<file path="config.mk">
export PLATFORM = sky130hd
export DESIGN_NAME = tkm_ctrl
export DESIGN_NICKNAME = d
export VERILOG_FILES = /design/src/sv/tkm_pkg.sv /design/src/sv/tkm_ctrl.sv
export SDC_FILE = /design/constraint.sdc
export NUM_CORES = 1
export LEC_CHECK = 0
export BUFFER_PORTS_ARGS = -buffer_cell sky130_fd_sc_hd__buf_2
export CAP_MARGIN = 0
export CORE_AREA = 2 2 39 41
export CTS_BUF_LIST = sky130_fd_sc_hd__clkbuf_8
export DETAILED_ROUTE_END_ITERATION = 10
export DIE_AREA = 0 0 41 43
export PLACE_DENSITY = 0.47
export SLEW_MARGIN = 30
export SYNTH_ARGS = -nofsm -noshare
export SYNTH_HDL_FRONTEND = slang
export SYNTH_SLANG_ARGS = --single-unit
</file>
<file path="constraint.sdc">
create_clock -name clk -period 1.3 [get_ports clk]
set_input_delay 0.065 -clock clk [delete_from_list [all_inputs] [get_ports clk]]
set_output_delay 0.065 -clock clk [all_outputs]
set_load 0.03 [all_outputs]
</file>
<file path="src/sv/tkm_pkg.sv">
package tkm_pkg;

  localparam int NODES    = 256;
  localparam int ALPHABET = 128;
  localparam int CHAR_W   = 8;
  localparam int ID_W     = 8;
  localparam int NODE_W   = $clog2(NODES);
  localparam int CH_W     = $clog2(ALPHABET);
  localparam int SLOTS    = NODES * ALPHABET;
  localparam int SLOT_W   = $clog2(SLOTS);
  localparam int KEY_W    = ID_W + 1;

  localparam logic CMD_INSERT = 1'b0;
  localparam logic CMD_MATCH  = 1'b1;

  typedef logic [NODE_W-1:0] node_t;
  typedef logic [SLOT_W-1:0] slot_t;
  typedef logic [KEY_W-1:0]  key_t;

  // controller -> datapath
  typedef struct packed {
    logic clr;
    logic take;
    logic lookup;
    logic key_wr;
    logic load_ins;
    logic load_match;
  } ctl_t;

  // datapath -> controller
  typedef struct packed {
    logic clr_last;
    logic skip;
    logic in_last;
    logic last;
    logic is_match;
    logic out_free;
  } sts_t;

endpackage

</file>
<file path="src/sv/tkm_ctrl.sv">
module tkm_ctrl (
  input  logic          clk,
  input  logic          rst,
  input  logic          in_valid,
  output logic          in_ready,
  input  tkm_pkg::sts_t sts,
  output tkm_pkg::ctl_t ctl
);
  import tkm_pkg::*;

  typedef enum logic [2:0] {
    ST_CLEAR,
    ST_IDLE,
    ST_LOOK,
    ST_FINISH,
    ST_REPORT
  } state_t;

  state_t state;
  state_t state_next;

  always_comb begin
    ctl        = '0;
    in_ready   = 1'b0;
    state_next = state;
    unique case (state)
      ST_CLEAR: begin
        ctl.clr = 1'b1;
        if (sts.clr_last) begin
          state_next = ST_IDLE;
        end
      end
      ST_IDLE: begin
        in_ready = 1'b1;
        if (in_valid) begin
          ctl.take = 1'b1;
          // a broken path or an out-of-alphabet character needs no table read
          if (!sts.skip) begin
            state_next = ST_LOOK;
          end else if (sts.in_last) begin
            state_next = ST_FINISH;
          end
        end
      end
      ST_LOOK: begin
        ctl.lookup = 1'b1;
        state_next = sts.last ? ST_FINISH : ST_IDLE;
      end
      ST_FINISH: begin
        if (sts.is_match) begin
          state_next = ST_REPORT;
        end else if (sts.out_free) begin
          ctl.key_wr   = 1'b1;
          ctl.load_ins = 1'b1;
          state_next   = ST_IDLE;
        end
      end
      ST_REPORT: begin
        if (sts.out_free) begin
          ctl.load_match = 1'b1;
          state_next     = ST_IDLE;
        end
      end
      default: begin
        state_next = ST_IDLE;
      end
    endcase
  end

  always_ff @(posedge clk) begin
    if (rst) begin
      state <= ST_CLEAR;
    end else begin
      state <= state_next;
    end
  end

endmodule

</file>
======== Yosys cells after proc, flatten, opt, wreduce, memory -nomap -nowiden ========
Cells that the tools add are included.
storage, ports and cells
  flip-flop bits (word level) ............. 3
  bits of input ports ..................... 9
  output and inout port bits .............. 7
  word-level logic and storage cells ...... 28
cells by class
  equality and inequality tests ........... 7
  muxes and demuxes ....................... 18
  reductions and logical operators ........ 2
operators with widths
  operator            count
  $mux 3              6
  $pmux 3 s5          1
  $mux 2              4
  $mux 1              7
  $eq 3x2->1 const B  2
  $ne 2x2->1 const B  2
  $eq 3x1->1 const B  1
  $eq 3x3->1 const B  1
  $logic_not 3->1     1
  $ne 3x3->1 const B  1
  $reduce_and 3->1    1

======== Logic depth before layout (Yosys ltp) ========
Gate-level depths: netlist of the first run.
  depth after elaboration ................. 4
  mapped depth ............................ 5
  mapped depth without buffers ............ 4

======== Worst setup path before layout of the first run ========
OpenSTA, ideal clock, no wires.
  path type ............................... reg-to-output
  start point ............................. register state[2]
  end point ............................... output port ctl[2] (netlist bit)
  arrival ................................. 1,951 ps
  required time ........................... 1,235 ps
  slack ................................... -716 ps
  cell stages (with the launch flop) ...... 5
  path through ............................ dfxtp_1 -> buf_4 -> nand2b_4 -> nor4bb_1 -> buf_4
RTL lines
  what                    line            RTL
  start, declared         tkm_ctrl.sv:19  state_t state;
  start signal, assigned  tkm_ctrl.sv:74  state <= state_next;
  end, declared           tkm_ctrl.sv:7   output tkm_pkg::ctl_t ctl

==> results by group, run 1 <==
Status
  • Run status: finished clean

Global routing
  • Total GRT Usage: 9.337%
  • Largest net degree at the start of global routing: 12
  • Grt met3 use: 3.141%
  • Global route overflow: 0
  • Met2 usage: 12.81%
  • First-pass GRT wire length: 1021 um
  • Vias in the first global route: 262
  • Global route hottest layer: met2
  • Antenna violations before repair: 0
  • Met1 usage: 9.968%

Placed design
  • Placed cells: 63
  • I/O Buffers: 15
  • Post-DP HPWL: 513.2 um
  • Placed Instance Area: 380.4 sq um
  • RePlAce Congestion: 0.7291

Timing
  • Setup-failing EPs final: 0
  • Clock skew: 0.001333 ns
  • Fin. Hold Viols: 0
  • Worst-Margin Slew: 0.2320 ns
  • Max-slew headroom: 84.39%
  • Crit share post-route: 96.66%
  • Final hold slack: 0.04162 ns
  • Max-slew violation count: 0
  • Fmax: 795.8 MHz
  • Post-layout minimum cycle time: 1.257 ns

Worst hold path
  • WHS Endpoint: state[2]
  • Hold Startpoint: rst
  • Hold depth: 2
  • Worst hold path class: in2reg

Setup path
  • Critical path peak fanout: 5
  • Worst R2R End: state[2]
  • CP Class: reg2out
  • R2R Path Start: state[0]
  • Worst R2R Path Depth: 3
  • WP data required: 1.24 ns
  • CP startpoint kind: flop
  • CP Data Arrival Time: 1.19 ns
  • Flop-to-flop setup slack: 0.07 ns
  • CP Capture Type: primary output

Yosys
  • Synth Flop Type: dfxtp_1
  • Synth cell types: 22
  • Flops & latches, synth: 3
  • Async SR Flop Fraction: 0%
  • Post-synthesis sequential area ratio: 21.92%
  • Yosys top cell area share: 21.92%
  • Mapped Nets: 42
  • Synthesized area: 274.0 sq um
  • Synth warn: 0
  • Most frequent cells after synthesis: a21oi_1, buf_4, dfxtp_1, nor2_1
  • Syn Inst Count: 33
  • Largest cells by area after synthesis: dfxtp_1, buf_4, a21oi_1
  • Post-synth EDFFs: 0
  • Syn avg cell area: 8.303 sq um
  • Synth area leader: dfxtp_1

Final layout
  • Largest register by flop count: state
  • Share of layout cells above drive strength 1: 62.26%
  • Non-filler instance count after layout: 69
  • Max reg flops: 3
  • Area Growth Syn to Fin: 65.75%
  • # nets final: 63
  • Largest registers: state x3
  • Final instance area: 454.2 sq um
  • Diodes inserted: 0

Die
  • Die X: 41 um
  • Initial Utilization: 19.80%
  • Die area: 1763 sq um
  • Core box area: 1384 sq um
  • Total I/O pin count: 16
  • Die height: 43 um
  • FP Rows: 14

Routing
  • Initial DRC Count: 2
  • Vias/cell: 4.420
  • Total routed wirelength: 658 um
  • Via count: 305
  • Initial DRT Pass Iterations: 3
  • Routed wire per std cell: 9.536 um
  • DRT antenna net count: 0
  • DRC errors left: 0

Clocking
  • CTS tree: done
  • H-tree depth: 1
  • Clk buf depth: 2
  • Clock-pin slew on the worst setup and hold paths: 0.03 ns
  • Clk root buf: clkbuf_8
  • Clk_lat worst skew: 0.22 ns
  • Sinks on Clock Net: 3
  • Inserted Clock Buffers: 3

Job
  • Max_cap viols: 0

Power
  • Leakage power: 0.2079 nW
  • Power per Cell Area: 1013 nW/um^2
  • VDD IR max: 0.0003870 V
[area by class of cell]
type | count | area [sq um]
multi-input cells | 24 | 195.2
clock inverters | 1 | 3.754
fillers | 145 | 929.6
well taps | 16 | 20.02
repair buffers | 20 | 117.6
clock buffers | 3 | 41.29
flip-flops and latches | 3 | 68.82
inverters | 2 | 7.507
[worst max path at each step]
stage	from	end	slack, ns	cells after the start
final	state[2]	ctl[1]	0.04	3
after global routing	state[2]	ctl[2]	-0.004	3
after CTS	state[2]	ctl[2]	-0.02	3
after detailed placement	state[0]	state[0]	0.05	4
after global placement	state[0]	state[0]	0.05	4
after floorplan	state[2]	ctl[2]	-0.12	4
[critical path, cell delays in order, from the launching register on]
cell	delay, ns
dfxtp_2	0.33
nand2b_4	0.16
nor4bb_4	0.27
buf_4	0.20
[timing repair]
| item | CTS | global route |
|---|---|---|
| hold buffers | 0 | 0 |
| setup buffers | 0 | 2 |
| gates resized for setup | 3 | 6 |
| hold endpoints to repair | 0 | 0 |
| gates cloned | 0 | 0 |
| endpoints found under the setup margin | 3 | 4 |
[per-layer routing]
metal / share of wire, % / vias up
li1: - / 160
met1: 42 / 131
met2: 47 / 12
met3: 8.1 / 2
met4: 3.0 / 0
met5: 0 / -
[cell usage in the layout (no fill, tap or decap), types with 2 or more instances in the layout]
master | synthesis | final
buf_2 | 0 | 13
buf_4 | 3 | 7
a21oi_1 | 3 | 3
inv_1 | 2 | 3
clkbuf_8 | 0 | 3
nor3_2 | 1 | 2
nand2_1 | 2 | 2
nor2_1 | 3 | 2
dfxtp_4 | 0 | 2
[stage by stage]
stage / setup TNS (ns) / setup slack (ns) / util, % / total power [mW]
floorplan: -0.2121 / -0.1156 / - / 0.1621
global placement: 0 / 0.04518 / 27.49 / 0.1859
detailed placement: 0 / 0.04620 / 27.49 / 0.1854
CTS: -0.03905 / -0.02032 / 31.10 / 0.4617
global route: -0.006942 / -0.003567 / 32.82 / 0.4876
finish: 0 / 0.04348 / 32.82 / 0.4599
[power breakdown]
part / switching [mW] / total (mW) / internal, mW
Clock: 0.0681 / 0.270 / 0.202
Combinational: 0.0479 / 0.0865 / 0.0386
Sequential: 0.00871 / 0.104 / 0.0951
Total: 0.125 / 0.460 / 0.335
[cells by family (layout without fill, tap and decap cells)]
family,Yosys count,in the layout,share of synthesized area [%]
compound gates,7,7,15.98
simple gates,17,17,47.03
flops,3,3,21.92
buf+inv,6,26,15.07
(Power assumes the default switching activity.)
==> inputs of run 2 (changes only) <==
--- a/config.mk
+++ b/config.mk
@@ -12,7 +12,6 @@
 export DETAILED_ROUTE_END_ITERATION = 10
 export DIE_AREA = 0 0 41 43
 export PLACE_DENSITY = 0.47
-export SLEW_MARGIN = 30
 export SYNTH_ARGS = -nofsm -noshare
 export SYNTH_HDL_FRONTEND = slang
 export SYNTH_SLANG_ARGS = --single-unit
==> constraint.sdc (replaced) <==
create_clock -name clk -period 1.2 [get_ports clk]
set_input_delay 0.06 -clock clk [delete_from_list [all_inputs] [get_ports clk]]
set_output_delay 0.06 -clock clk [all_outputs]
set_load 0.03 [all_outputs]
==> results by group, run 2 (synthesis gave the netlist of run 1 again) <==
Power
  • VDD IR max: 0.0005132 V (+33%)
  • Power per Cell Area: 930.1 nW/um^2 (-8.1%)
  • Total power draw: 0.5144 mW (+12%)
  • Leakage power: 0.2562 nW (+23%)

Global routing
  • Largest net degree at the start of global routing: 11 (-1)
  • Global route overflow: 0 (unchanged)
  • First-pass GRT wire length: 1242 um (+22%)
  • Vias in the first global route: 312 (+19%)
  • Antenna violations before repair: 0 (unchanged)
  • Total GRT Usage: 10.52% (+1.2 points)

Die
  • Die X: 41 um (unchanged)
  • FP Rows: 14 (unchanged)
  • Die height: 43 um (unchanged)
  • Initial Utilization: 19.80% (unchanged)
  • Die area: 1763 sq um (unchanged)
  • Core box area: 1384 sq um (unchanged)
  • Total I/O pin count: 16 (unchanged)

Final layout
  • Share of layout cells above drive strength 1: 70.00% (+7.7 points)
  • # nets final: 70 (+11%)
  • Most common cell after layout, fill and taps aside: buf_4
  • Most frequent cells in the layout: buf_4, buf_2, buf_6
  • Max reg flops: 3 (unchanged)
  • Largest register by flop count: state
  • Final instance area: 553.0 sq um (+22%)
  • Largest registers: state x3
  • Diodes inserted: 0 (unchanged)
  • Area Growth Syn to Fin: 101.8%

Setup path
  • Worst R2R Path Depth: 6 (+3)
  • CP startpoint kind: flop
  • CP Data Arrival Time: 1.17 ns (-0.02 ns)
  • WP data required: 1.14 ns (-0.10 ns)
  • Flop-to-flop setup slack: -0.02 ns (-0.09 ns)
  • R2R Path Start: state[2]
  • CP Capture Type: primary output
  • Worst R2R End: state[0]
  • CP Class: reg2out
  • Critical path peak fanout: 4 (-1)

Status
  • Violated checks: setup timing
  • Run status: finished with violations

Routing
  • Total routed wirelength: 742 um (+13%)
  • Routed wire per std cell: 9.763 um (+2.4%)
  • Via count: 329 (+7.9%)
  • DRC errors left: 0 (unchanged)
  • DRT antenna net count: 0 (unchanged)
  • Vias/cell: 4.329 (-2.1%)
  • Initial DRT Pass Iterations: 1 (-2)
  • Initial DRC Count: 0 (-2)

Placed design
  • I/O Buffers: 15 (unchanged)
  • Placed Instance Area: 441.7 sq um (+16%)
  • Post-DP HPWL: 601.1 um (+17%)
  • RePlAce Congestion: 0.7116 (-2.4%)

Clocking
  • Clk buf depth: 2 (unchanged)
  • CTS tree: done
  • Clk root buf: clkbuf_8
  • H-tree depth: 1 (unchanged)
  • Inserted Clock Buffers: 3 (unchanged)
  • Clk_lat worst skew: 0.21 ns (about the same)
  • Clock-pin slew on the worst setup and hold paths: 0.03 ns (about the same)
  • Sinks on Clock Net: 3 (unchanged)

Timing
  • Worst-Margin Slew: 0.2457 ns (+0.01364 ns)
  • Fmax: 811.2 MHz
  • Final hold slack: 0.03877 ns (-0.002847 ns)
  • Setup-failing EPs final: 4 (+4)
  • Clock skew: 0.002072 ns (+0.0007389 ns)
  • Fin. Hold Viols: 0 (unchanged)
  • Final worst slack: -0.03276 ns (-0.07623 ns)
  • Max-slew violation count: 0 (unchanged)
  • Crit share post-route: 102.7%
  • Max-slew headroom: 83.47% (-0.92 points)
  • Post-layout minimum cycle time: 1.233 ns
  • Unrepaired setup endpoints after global routing: true

Worst hold path
  • Worst hold path class: in2reg
  • WHS Endpoint: state[2]
  • Hold Startpoint: rst
  • Hold depth: 2 (unchanged)

Job
  • Max_cap viols: 0 (unchanged)
## run 2: changes by cell type in the layout (fill, tap and decap cells not counted)
cell	change
and2_4	+1
buf_6	+5
buf_2	-4
nor2_2	-1
a21oi_2	+1
nor3_4	+1
buf_4	+6
and2_1	-1
nor2_4	+1
nor3_2	-1
a21oi_1	-1
## run 2: routing by layer
| layer | track usage, % | share of wire [%] | up-vias |
|---|---|---|---|
| li1 | - | - | 174 |
| met1 | 12.46 | 41 | 145 |
| met2 | 15.94 | 52 | 10 |
| met3 | 6.283 | 6.9 | 0 |
| met4 | 2.000 | 0 | 0 |
| met5 | 0 | 0 | - |
## run 2: area by class of cell
class | count | area (sq um)
fill | 152 | 830.8
multi-input combinational | 24 | 212.7
timing repair buffer | 27 | 198.9
sequential | 3 | 68.82
clock buffer | 3 | 41.29
tap | 16 | 20.02
inverter | 2 | 7.507
clock inverter | 1 | 3.754
## run 2: critical path: stages (launching register included)
cell      delay [ns]
dfxtp_2         0.32
nand2b_4        0.15
nor4bb_4        0.28
buf_4           0.20
## run 2: worst max path at each step
| stage | start | to | slack (ns) | depth (start not counted) |
|---|---|---|---|---|
| floorplan | state[2] | ctl[2] | -0.21 | 4 |
| global placement | state[0] | ctl[4] | -0.02 | 5 |
| detailed placement | state[0] | state[1] | -0.02 | 4 |
| CTS | state[2] | ctl[1] | -0.05 | 3 |
| global route | state[2] | ctl[1] | -0.11 | 3 |
| finish | state[2] | ctl[1] | -0.03 | 3 |
## run 2: per-stage QoR
stage | setup TNS (ns) | setup slack, ns | util [%] | std cells
floorplan | -0.4001 | -0.2094 | - | 33
global placement | -0.07713 | -0.02154 | 31.92 | 71
detailed placement | -0.04078 | -0.01589 | 31.92 | 71
CTS | -0.1787 | -0.04762 | 39.42 | 76
global route | -0.4808 | -0.1090 | 39.96 | 76
finish | -0.09764 | -0.03276 | 39.96 | 76
## run 2: power breakdown
group / switching (mW) / internal (mW)
sequential: 0.0108 / 0.103
combinational: 0.0574 / 0.0598
clock: 0.0657 / 0.218
total: 0.134 / 0.380
## run 2: repair_timing
item / 4_1_cts / 5_1_grt
resized for setup: 18 / 2
buffers inserted: 1 / 0
pin swaps: 5 / 1
hold buffers: 0 / 0
endpoints found under the setup margin: 9 / 8
